### config.mk
export PLATFORM = sky130hd
export DESIGN_NAME = pcst_table
export DESIGN_NICKNAME = d
export VERILOG_FILES = /design/src/sv/pcst_pkg.sv /design/src/sv/pcst_table.sv
export SDC_FILE = /design/constraint.sdc
export NUM_CORES = 2
export LEC_CHECK = 0
export BUFFER_PORTS_ARGS = -buffer_cell sky130_fd_sc_hd__buf_2
export CAP_MARGIN = 20
export CORE_MARGIN = 4
export CORE_UTILIZATION = 40
export CTS_BUF_LIST = sky130_fd_sc_hd__clkbuf_16
export DETAILED_ROUTE_END_ITERATION = 10
export GPL_TIMING_DRIVEN = 0
export SLEW_MARGIN = 25
export SYNTH_ARGS = -nofsm -noshare
export SYNTH_HDL_FRONTEND = slang
export SYNTH_MEMORY_MAX_BITS = 65536
export SYNTH_SLANG_ARGS = --single-unit
### constraint.sdc
create_clock -name clock -period 5.8 [get_ports clock]
set_input_delay 0.58 -clock clock [delete_from_list [all_inputs] [get_ports clock]]
set_output_delay 0.58 -clock clock [all_outputs]
set_load 0.02 [all_outputs]
### src/sv/pcst_pkg.sv
// Shared types and constants for the PC call stack tracer.
// No dependencies; imported by every module of the block.
package pcst_pkg;

   // Fixed field widths of the channel payloads
   localparam int CFG_W   = 7;
   localparam int FUNC_W  = 6;
   localparam int DEPTH_W = 6;
   localparam int ADDR_W  = 32;
   localparam int TIME_W  = 48;

   typedef enum logic [3:0] {
      ST_IDLE,
      ST_READ,
      ST_SCAN,
      ST_PROBE,
      ST_SEEK,
      ST_POP,
      ST_PUSH,
      ST_IRQ,
      ST_EMIT
   } state_type;

   typedef enum logic [1:0] {
      STATUS_CHANGED  = 2'd0,
      STATUS_UNMAPPED = 2'd1,
      STATUS_OVERFLOW = 2'd2
   } status_type;

   typedef enum logic {
      OP_LOAD  = 1'b0,
      OP_TRACE = 1'b1
   } op_type;

   // One function range entry of the lookup table
   typedef struct packed {
      logic [ADDR_W-1:0] range_start;
      logic [ADDR_W-1:0] range_end;
      logic              is_irq;
   } entry_type;

   // Commands broadcast to every cell of the frame chain
   typedef struct packed {
      logic push;
      logic pop;
      logic probe;
      logic seek;
   } stack_cmd_type;

endpackage

### src/sv/pcst_table.sv
// Function range table: one write port, one registered read port.
// Depends on pcst_pkg for the entry type.
module pcst_table #(
   parameter int TABLE_DEPTH = 64,
   parameter int TIW         = 6
) (
   input  logic                clock,
   input  logic                wr_en,
   input  logic [TIW-1:0]      wr_addr,
   input  pcst_pkg::entry_type wr_data,
   input  logic [TIW-1:0]      rd_addr,
   output pcst_pkg::entry_type rd_data
);
   import pcst_pkg::*;

   entry_type mem_ff [TABLE_DEPTH];
   entry_type rd_data_ff;

   // Write on load, read one entry per cycle
   always_ff @(posedge clock) begin
      if (wr_en) begin
         mem_ff[wr_addr] <= wr_data;
      end
      rd_data_ff <= mem_ff[rd_addr];
   end

   assign rd_data = rd_data_ff;

endmodule

Word-level counts from Yosys, hierarchy flattened --
Memories as Yosys holds them, arrays and structs flattened. A register that Yosys moved wholly into a read port is not among the register bits. Cells that the tools add are included.
Word-level totals: flip-flop bits (word level) 0, bits in writable memories 4160, input port bits 79, logic and storage cells 3, memories kept 1
Cells by class: muxes and demuxes 2
Memory list:
- mem_ff | depth 64, bits a word 65, rd ports 1, clocked after Yosys merged registers in 1, write ports 1, RTL line pcst_table.sv:16 | entry_type mem_ff [TABLE_DEPTH];
Operator list (number):
- $mux 1 | 2

Longest topological paths before layout --
depth after elaboration 2, gate-level depth with buffers 9, depth with buffers taken out 4

Worst setup path after synthesis --
Ideal clock, no wire load.
kind input to register, start point in wr_addr[3], end point mem mem_ff[48][0] (netlist bit) (enable), library setup time 0.568 ns, arrival 5.519 ns, data required time 5.232 ns, slack -0.286 ns, cell stages on the path 4, path buffers 1, cells stage by stage clkbuf_1 > nor2b_1 > nand4b_1 > nor3_1
RTL lines:
- from (decl) | RTL line pcst_table.sv:9 | input logic [TIW-1:0] wr_addr,
- to (decl) | RTL line pcst_table.sv:16
No word-level cell before the write port.

==> results.toml <==
[critical_path]
start_kind = "input pin"
end_kind = "flop"
required_ns = 6.64
arrival_ns = 4.81
worstSetupPathType = "in2reg"
path_max_fanout = 10

[final_layout]
fin_nets = 7629
drive_gt1_share_pct = 31.9
num-fill-cells = 31146
area_growth_pct = 19.3

[timing]
finClkSkew_ns = 0.0788
setup_viol_count_final = 0
finalCritPeriodShare_pct = 68.4
hold_violations = 0
rsz0062_at_grt = "no"
tightest_slew_ns = 1.16
relSlewSlack_pct = 22.6
tns_ns = 0
clock.fmax_mhz = 252
drv_slew = 0
period_minus_slack_ns = 3.97

[floorplan]
ios = 144
rows = 230
dieArea_um2 = 406000
die_x_um = 637
initial_core_util_pct = 40.2
fp.coreArea_um2 = 393000
die_y_um = 637

[drt]
routed-wl-met2_um = 254000
route.met3.wl_um = 62700
met1_length_um = 186000
routed_via_density = 6.24
num_vias = 82251
wl_per_cell_um = 40.4
drt-total-wl_um = 532000
ant_nets = 0
remaining_drc_errors = 0
first_pass_iters = 7
highest_layer = "met5"
drt_iter0_markers = 13447

[placement]
io_buffers = 136
post-dp-hpwl_um = 368000
place_congestion = 0.799

[global_routing]
antenna_found_initial = 49
grt_usage_pct = 25.8
grt_pass1_vias = 79779
grt_pass1_wl_um = 708000
grt_max_degree = 65
grt_overflow = 0

[cts]
clk_pin_slew_ns = 0.06
cts_tree = "built"
htreeDepth = 5
cts-root-buf = "clkbuf_16"
cts_buffers = 430
cts_setup_buffers = 0
cts_sinks = 4225
clk_path_buf_depth = 4
clkLatencyLatePin_ns = 0.99

[synth]
synth.cell_area_um2 = 158000
ys_seq_area_share_pct = 79.7
synth_top_area_share_pct = 78.9
yosysWarnings = 0
syn_nets = 6685
netlist_instances = 6606
synth.ff_latch_count = 4225
synth_area_leaders = "edfxtp_1 79%, mux4_2 15%, a22oi_1 1.2%"
synth_top_area_cell = "edfxtp_1"
yosysUniqueCellTypes = 27
avgSynthCellArea_um2 = 24.0

[power_and_ir_drop]
p_total_mw = 64.7
leakagePower_nw = 59.6
ir_worst_vdd_uv = 257
powerDensity_nw_per_um2 = 343

[outcome]
status = "finished clean"

[worst_hold_path]
hold_class = "in2reg"

[job]
max_cap_viol_count = 0
-- repair_timing --
item	4_1_cts	5_1_grt
endpoints found under the setup margin	0	0
hold buffers	0	2
resized for setup	0	0
hold endpoints to repair	0	31
-- metal layers --
metal	vias up	track usage (%)
li1	30799	-
met1	44314	32.6
met2	5903	41.1
met3	1213	7.39
met4	22	12.2
met5	-	0
-- where the power goes --
| group | leakage (nW) | switching, mW | internal [mW] |
|---|---|---|---|
| clock | 7.10 | 11.9 | 15.3 |
| sequential | 38.0 | 0.0615 | 33.8 |
| combinational | 14.5 | 2.45 | 1.16 |
| total | 59.6 | 14.4 | 50.3 |
-- Yosys cell counts --
library cell,number
a211oi_1,65
nor3_1,2
and2_1,3
clkbuf_1,120
edfxtp_1,4160
o22ai_1,130
mux2i_1,103
dfxtp_1,65
mux4_2,1040
o211a_1,65
nand4b_1,1
nand2_1,8
nand2b_1,9
or2_2,2
nor2b_1,9
a22oi_1,260
nand3b_1,25
buf_6,16
or3_1,3
buf_2,186
buf_4,37
or3b_2,4
nand3_1,115
buf_1,18
o221ai_1,46
nand4_1,2
nor2_1,112
-- registers in the layout (all words and copies together), names as in the netlist --
register / cells
mem_ff: 4160
rd_data: 65
-- worst max-delay path, stage by stage --
cell and delay (ns):
buf_2 0.12, buf_2 0.43, nor2b_1 0.59, buf_2 0.95, clkbuf_1 0.81, a22oi_1 0.36
nand3b_1 0.51, o211a_1 0.41
-- path summary, 6_finish.rpt --
path | start | to | slack [ns] | cells past startpoint
worst max-delay path | rd_addr[2] | rd_data[40] | 1.83 | 8
worst min-delay path | wr_data[43] | mem_ff[35][43] | 0.09 | 1
worst max register to register | mem_ff[43][13] | rd_data[13] | 3.25 | 4
worst min register to register | mem_ff[30][27] | rd_data[27] | 0.90 | 4
-- stage by stage --
stage / instances / setup WS (ns) / util [%] / area [um2] / hold WS (ns)
floorplan: 6606 / 1.15 / - / 158000 / 0.679
global placement: 11962 / -5.38 / 42.1 / 166000 / 0.891
detailed placement: 12333 / 0.934 / 44.4 / 175000 / 0.883
CTS: 13120 / 1.98 / 47.9 / 189000 / 0.0108
global route: 13146 / 1.91 / 48.0 / 189000 / 0.0577
finish: 13176 / 1.83 / 48.0 / 189000 / 0.0901
-- cell type report --
| type | count | area, um2 | share of cell area, % |
|---|---|---|---|
| sequential | 4225 | 126000 | 66.8 |
| multi-input combinational | 2004 | 30700 | 16.3 |
| clock buffer | 431 | 10800 | 5.71 |
| timing repair buffer | 512 | 9510 | 5.03 |
| tap | 5220 | 6530 | 3.46 |
| clock inverter | 356 | 2980 | 1.58 |
| buffer | 377 | 1990 | 1.05 |
| antenna | 51 | 128 | 0.0676 |
-- layout by cell type, fill, tap and decap left out, types with 88 or more instances in the layout --
| master | netlist | layout |
|---|---|---|
| a22oi_1 | 260 | 260 |
| buf_12 | 0 | 167 |
| buf_16 | 0 | 181 |
| buf_2 | 186 | 264 |
| buf_4 | 37 | 99 |
| clkbuf_16 | 0 | 431 |
| clkinv_1 | 0 | 88 |
| edfxtp_1 | 4160 | 4160 |
| inv_1 | 0 | 92 |
| mux2i_1 | 103 | 103 |
| mux4_2 | 1040 | 1040 |
| nand3_1 | 115 | 115 |
| o22ai_1 | 130 | 130 |
-- cell families after synthesis --
logic type | synth area share (%)
AND/OR/NAND/NOR | 0.911
AO/OA/AOI/OAI | 2.72
flip-flops | 79.7
multiplexers | 15.4
buffers and inverters | 1.20
Note: power is estimated with default switching activity, not from simulation.
