## config.mk

```make
export PLATFORM = sky130hd
export DESIGN_NAME = pcst_stack
export DESIGN_NICKNAME = d
export VERILOG_FILES = /design/src/sv/pcst_pkg.sv /design/src/sv/pcst_cell.sv /design/src/sv/pcst_stack.sv
export SDC_FILE = /design/constraint.sdc
export NUM_CORES = 1
export LEC_CHECK = 0
export BUFFER_PORTS_ARGS = -buffer_cell sky130_fd_sc_hd__buf_4
export CAP_MARGIN = 20
export CORE_ASPECT_RATIO = 1.75
export CORE_MARGIN = 5
export CORE_UTILIZATION = 45
export CTS_BUF_LIST = sky130_fd_sc_hd__clkbuf_4
export CTS_CLUSTER_SIZE = 40
export DETAILED_ROUTE_END_ITERATION = 16
export HOLD_SLACK_MARGIN = 0.12
export SETUP_SLACK_MARGIN = 0.4
export SYNTH_ARGS = -nofsm -noshare
export SYNTH_HDL_FRONTEND = slang
export SYNTH_SLANG_ARGS = --single-unit
```

## constraint.sdc

```tcl
create_clock -name clock -period 5.93 [get_ports clock]
set_input_delay 1.4825 -clock clock [delete_from_list [all_inputs] [get_ports clock]]
set_output_delay 1.4825 -clock clock [all_outputs]
set_load 0.02 [all_outputs]
```

## src/sv/pcst_pkg.sv

```systemverilog
// Shared types and constants for the PC call stack tracer.
// No dependencies; imported by every module of the block.
package pcst_pkg;

   // Fixed field widths of the channel payloads
   localparam int CFG_W   = 7;
   localparam int FUNC_W  = 6;
   localparam int DEPTH_W = 6;
   localparam int ADDR_W  = 32;
   localparam int TIME_W  = 48;

   typedef enum logic [3:0] {
      ST_IDLE,
      ST_READ,
      ST_SCAN,
      ST_PROBE,
      ST_SEEK,
      ST_POP,
      ST_PUSH,
      ST_IRQ,
      ST_EMIT
   } state_type;

   typedef enum logic [1:0] {
      STATUS_CHANGED  = 2'd0,
      STATUS_UNMAPPED = 2'd1,
      STATUS_OVERFLOW = 2'd2
   } status_type;

   typedef enum logic {
      OP_LOAD  = 1'b0,
      OP_TRACE = 1'b1
   } op_type;

   // One function range entry of the lookup table
   typedef struct packed {
      logic [ADDR_W-1:0] range_start;
      logic [ADDR_W-1:0] range_end;
      logic              is_irq;
   } entry_type;

   // Commands broadcast to every cell of the frame chain
   typedef struct packed {
      logic push;
      logic pop;
      logic probe;
      logic seek;
   } stack_cmd_type;

endpackage

```

## src/sv/pcst_cell.sv

```systemverilog
// One frame cell of the shadow call stack chain.
// Depends on pcst_pkg for the command struct.
module pcst_cell #(
   parameter int EW = 6
) (
   input  logic                    clock,
   input  logic                    reset,
   input  pcst_pkg::stack_cmd_type cmd,
   input  logic [EW-1:0]           key,
   input  logic                    live,
   input  logic [EW-1:0]           above_entry,
   input  logic [EW-1:0]           below_entry,
   input  logic                    below_mark,
   output logic [EW-1:0]           entry,
   output logic                    mark
);
   import pcst_pkg::*;

   logic [EW-1:0] entry_ff;
   logic [EW-1:0] entry_in;
   logic          mark_ff;
   logic          mark_in;

   // Shift the frame down on push, up on pop
   always_comb begin
      entry_in = entry_ff;
      if (cmd.push) begin
         entry_in = above_entry;
      end else if (cmd.pop) begin
         entry_in = below_entry;
      end
   end

   // Load own match flag, then pass flags toward the top
   always_comb begin
      mark_in = mark_ff;
      if (cmd.probe) begin
         mark_in = live && (entry_ff == key);
      end else if (cmd.seek) begin
         mark_in = below_mark;
      end
   end

   always_ff @(posedge clock) begin
      entry_ff <= entry_in;
   end

   always_ff @(posedge clock) begin
      if (reset) begin
         mark_ff <= 1'b0;
      end else begin
         mark_ff <= mark_in;
      end
   end

   assign entry = entry_ff;
   assign mark  = mark_ff;

endmodule

```

## src/sv/pcst_stack.sv

```systemverilog
// Shadow call stack: a chain of frame cells plus the depth counter.
// Depends on pcst_pkg and pcst_cell. Cell 0 holds the top frame.
module pcst_stack #(
   parameter int STACK_DEPTH = 32,
   parameter int EW          = 6,
   parameter int DW          = 6
) (
   input  logic                    clock,
   input  logic                    reset,
   input  pcst_pkg::stack_cmd_type cmd,
   input  logic [EW-1:0]           key,
   output logic [DW-1:0]           depth,
   output logic [EW-1:0]           top_entry,
   output logic                    top_mark
);
   import pcst_pkg::*;

   logic [EW-1:0]          cell_entry [STACK_DEPTH];
   logic [STACK_DEPTH-1:0] cell_mark;
   logic [DW-1:0]          depth_ff;
   logic [DW-1:0]          depth_in;

   // Track the number of live frames
   always_comb begin
      depth_in = depth_ff;
      if (cmd.push) begin
         depth_in = depth_ff + DW'(1);
      end else if (cmd.pop) begin
         depth_in = depth_ff - DW'(1);
      end
   end

   always_ff @(posedge clock) begin
      if (reset) begin
         depth_ff <= '0;
      end else begin
         depth_ff <= depth_in;
      end
   end

   // Build the chain, each cell wired to its neighbors
   for (genvar k = 0; k < STACK_DEPTH; k++) begin : g_cell
      logic [EW-1:0] above;
      logic [EW-1:0] below;
      logic          below_mark;
      logic          live;

      if (k == 0) begin : g_top
         assign above = key;
      end else begin : g_inner
         assign above = cell_entry[k-1];
      end

      if (k == STACK_DEPTH - 1) begin : g_bottom
         assign below      = cell_entry[k];
         assign below_mark = 1'b0;
      end else begin : g_upper
         assign below      = cell_entry[k+1];
         assign below_mark = cell_mark[k+1];
      end

      assign live = DW'(k) < depth_ff;

      pcst_cell #(
         .EW (EW)
      ) u_cell (
         .clock       (clock),
         .reset       (reset),
         .cmd         (cmd),
         .key         (key),
         .live        (live),
         .above_entry (above),
         .below_entry (below),
         .below_mark  (below_mark),
         .entry       (cell_entry[k]),
         .mark        (cell_mark[k])
      );
   end

   assign depth     = depth_ff;
   assign top_entry = cell_entry[0];
   assign top_mark  = cell_mark[0];

endmodule

```

== Word level (Yosys, flattened, before mapping) ==
Index checks and enable logic that the tools add are counted.

* Add/sub/neg operators: 2
* $lt $le $gt $ge: 32
* Equality and inequality tests: 32
* Muxes and demuxes: 128
* Reduce and logical (&&, ||, !) cells: 34

{| class="wikitable"
|+ Operators by type and width
! kind !! count
|-
| $mux W6 || 64
|-
| $eq A6 B6 Y1 || 32
|-
| $lt A5 B6 Y1 const A || 16
|-
| $mux W1 || 64
|-
| $lt A4 B6 Y1 const A || 8
|-
| $logic_and A1 B1 Y1 || 32
|-
| $lt A3 B6 Y1 const A || 4
|-
| $lt A1 B6 Y1 const A || 2
|-
| $lt A2 B6 Y1 const A || 2
|-
| $add A6 B1 Y6 const B || 1
|-
| $sub A6 B1 Y6 const B || 1
|-
| $reduce_bool A2 Y1 || 2
|}

* Flip-flop bits (word level): 230
* Input bits: 12
* Output and inout port bits: 13
* Logic and storage cells: 293

== Depth between registers and ports, before layout ==
* Depth after elaboration: 3
* Mapped depth: 7
* Depth with buffers taken out: 6

== Hierarchy ==
A second synthesis with hierarchy kept.

* Cells, all modules: 963
* Area, all modules: 12538.3 sq um

{| class="wikitable"
|+ By module, submodules not included
! module !! times used !! cells each !! area each (sq um) !! seq. area each (sq um)
|-
| pcst_cell || 32 || 27 || 370.4 || 200.2
|-
| pcst_stack || 1 || 99 || 686.9 || 120.1
|}

== Worst setup path after synthesis ==
OpenSTA, ideal clock, no wires.

* Kind: input to register
* Start point: input cmd[3] (netlist bit)
* End point: register g_cell[0].u_cell.entry_ff[0] (enable)
* Setup time: 0.469 ns
* Data arrival time: 4.016 ns
* Required time: 5.461 ns
* Path slack: 1.444 ns
* Stages on the path: 2
* Buffers on the path: 1
* Cell sequence: clkbuf_1 or2_2

* Word-level cells in the longest chain between the ends: 1

{| class="wikitable"
|+ RTL lines
! what !! RTL line !! text
|-
| start: declaration || pcst_stack.sv:10 || <nowiki>input pcst_pkg::stack_cmd_type cmd,</nowiki>
|-
| $reduce_bool A2 Y1 (no source line) || n/a ||
|-
| end signal: assignment || pcst_cell.sv:45 || <nowiki>entry_ff <= entry_in;</nowiki>
|-
| end: declaration || pcst_cell.sv:19 || <nowiki>logic [EW-1:0] entry_ff;</nowiki>
|}

Every way passes these cells.
A chain may end at the register's enable or synchronous reset.

== Final worst setup path ==
* Start point: register depth_ff[2], in the netlist depth[2]
* End point: output depth[2]

{| class="wikitable"
|+ RTL lines
! what !! RTL line !! text
|-
| start: declaration || pcst_stack.sv:20 || <nowiki>logic [DW-1:0] depth_ff;</nowiki>
|-
| start signal: assignment || pcst_stack.sv:37 || <nowiki>depth_ff <= depth_in;</nowiki>
|-
| end: declaration || pcst_stack.sv:12 || <nowiki>output logic [DW-1:0] depth,</nowiki>
|}

No word-level cell between the ends.

==> results.cfg <==
[clocking]
cts_buffers = 54
cts.sinks = 230
cts_setup_buffers = 0
h-tree-depth = 2
cts_hold_buf = 0
clk_pin_slew_worst_paths_ps = 60
root_buffer = clkbuf_4
clockBufferDepth = 3
clock_latency_ps = 730
cts-resized-gates = 0
cts_tree = done

[pwr]
p_leak_nw = 4.68
peakVddDrop_v = 0.000196
power_mw = 4.51
power_density_mw_per_mm2 = 338

[global_route]
grt_max_degree = 85
grt_antenna_before_repair = 1
grt.total_usage_pct = 19.2
grt_pass1_vias = 7919
gr-total-overflow = 0
grt_pass1_wl_um = 46000

[setup_path]
path_buf_inv = 1
cpLargestDelayFamily = flip-flops
crit_path_max_incr_delay_ps = 830
critPathArrivalTime_ps = 1820
required_ps = 4450
cp_slowest_cell = dfxtp_1
worstSetupPathType = register to primary output
worstSetupStartpointType = register
path_cells = buf_4
cp-end-kind = primary output
crit_fanout = 17

[status]
status = completed

[placement]
portBuffers = 24
dp_hpwl_um = 18700
place_inst = 1245
gp_congestion = 0.768
dp_slack_ps = 2290

[detailed_routing]
drc = 0
firstDrtPassIters = 4
drtIter0Drc = 453
wl_per_cell_um = 21.7
routed_wl_um = 29200
vias_per_cell = 5.40
detail-route-antenna-nets = 0
detailroute.via_count = 7254

[layout]
fillers = 2430
drive_above_1_share_pct = 32.9
syn_to_final_growth_pct = 8.69
fin_nets = 948
area.sequential_mm2 = 0.00653
instances_no_fill = 1343
multi_input_area_mm2 = 0.00529

[sta]
hold_viol_final = 0
setup_viol = 0
layout_min_cycle_time_ps = 3300
tightest_slew_ps = 941
whs_ps = 471
slew_headroom_pct = 37.3
rsz0062_at_grt = false
fmax_mhz = 303
finalCritPeriodShare_pct = 55.7
slew_violations = 0
finClkSkew_ps = 35.4
tns_ps = 0
postLayoutSetupSlackWorst_ps = 2630

[die]
dieArea_mm2 = 0.0308
fp.dieW_um = 135
start_util_pct = 45.2
placementRows = 80
ios = 25
coreArea_mm2 = 0.0271
die_h_um = 228

[yosys]
yosys_warnings = 0
synthFlopType = edfxtp_1
yosysTopAreaCell = edfxtp_1
avgSynthCellArea_um2 = 13.5
synth_seq_cells = 230
synth_area_mm2 = 0.0123
syn-num-nets = 924
synth.area.top_cells = edfxtp_1 47%, mux2_2 17%, xor2_1 7.4%, xnor2_1 6.6%, dfxtp_1 6.2%
yosysTopAreaCellShare_pct = 47.0
ys_seq_area_share_pct = 53.2
synth.distinct_cells = 51
async_flop_share_pct = 0
synth-edff-count = 192
syn_inst = 908

[flow_run]
drv_cap = 0

[worst_hold_path]
min_path_type = register to register
placed cells by master (no fill, tap or decap), types with 5 or more instances in the layout:
master      n
edfxtp_1  192
mux2_2    186
xor2_1    104
xnor2_1    93
clkbuf_4   91
dfxtp_1    38
nor2_1     29
buf_4      26
mux2i_1    23
nor4_1     20
nand4_1    16
o21ai_0    15
nor3_1     15
nand2_1    13
nand3_1    13
a21oi_1    12
o22ai_1     9
inv_1       8
o32ai_1     6
o211ai_1    5
per-stage QoR:
stage	utilization [%]	instance area (µm²)
after floorplan	-	12300
after global placement	46.3	12600
after detailed placement	46.3	12600
after CTS	49.1	13300
after global routing	49.1	13300
final	49.1	13300
report_power, final:
| group | switching [mW] | internal [mW] | leakage (nW) |
|---|---|---|---|
| Combinational | 0.339 | 0.404 | 1.95 |
| Clock | 0.636 | 0.771 | 0.456 |
| Sequential | 0.279 | 2.08 | 2.27 |
| Total | 1.25 | 3.26 | 4.68 |
metal layers:
layer	wire length [µm]	GRT usage [%]	vias up	share of wire [%]
met2	16000	35.3	126	55
met1	11700	22.3	3637	40
li1	-	-	3438	-
met3	924	3.35	53	3.2
met5	0	0	-	0
met4	618	6.53	0	2.1
worst paths after layout:
path | endpoint | depth (start not counted) | startpoint | slack (ps)
setup / recovery | depth[2] | 1 | depth[2]$_SDFFE_PP0P_ | 2630
hold reg to reg | g_cell[31].u_cell.mark$_SDFFE_PP0P_ | 2 | g_cell[31].u_cell.mark$_SDFFE_PP0P_ | 470
setup reg to reg | g_cell[28].u_cell.mark$_SDFFE_PP0P_ | 4 | depth[2]$_SDFFE_PP0P_ | 3890
hold / removal | g_cell[31].u_cell.mark$_SDFFE_PP0P_ | 2 | g_cell[31].u_cell.mark$_SDFFE_PP0P_ | 470
state kept, by name, indices dropped and copies added, names as in the netlist:
register,count
g_cell.u_cell.mark,32
depth,6
g_cell.u_cell.entry,192
synth_stat cells (all sizes together), types with 2 or more instances:
cell type    n
o32ai        7
nor4        21
mux2i       23
edfxtp     192
o22ai        9
nor2b        3
nor2        29
a31oi        2
xor2       104
or3          3
mux2       186
o2111ai      3
ha           4
buf         54
nand4       16
or2          5
a211oi       4
nand3b       2
o31ai        3
nor3        15
o21bai       3
nand2       13
a41oi        3
o21ai       15
o21a         2
o211ai       5
nand3       13
dfxtp       38
a21oi       13
clkbuf       6
xnor2       93
inv          8
cell families (layout without fill, tap and decap cells):
kind of cell,after synthesis,after routing,synth area share (%)
compound gates,75,75,4.39
xor+xnor,197,197,14.1
fa+ha+maj,4,4,0.408
buf+inv,69,134,3.59
flops,230,230,53.2
mux,209,209,19.0
other cells,0,1,0
simple gates,124,124,5.32
layout make-up:
| type | instances | share of cell area (%) |
|---|---|---|
| Antenna cell | 1 | 0.0188 |
| Clock buffer | 91 | 5.13 |
| Clock inverter | 6 | 0.573 |
| Inverter | 8 | 0.225 |
| Multi-Input combinational cell | 609 | 39.7 |
| Sequential cell | 230 | 49.0 |
| Tap cell | 369 | 3.47 |
| Timing Repair Buffer | 29 | 1.87 |
(Power assumes the default switching activity.)
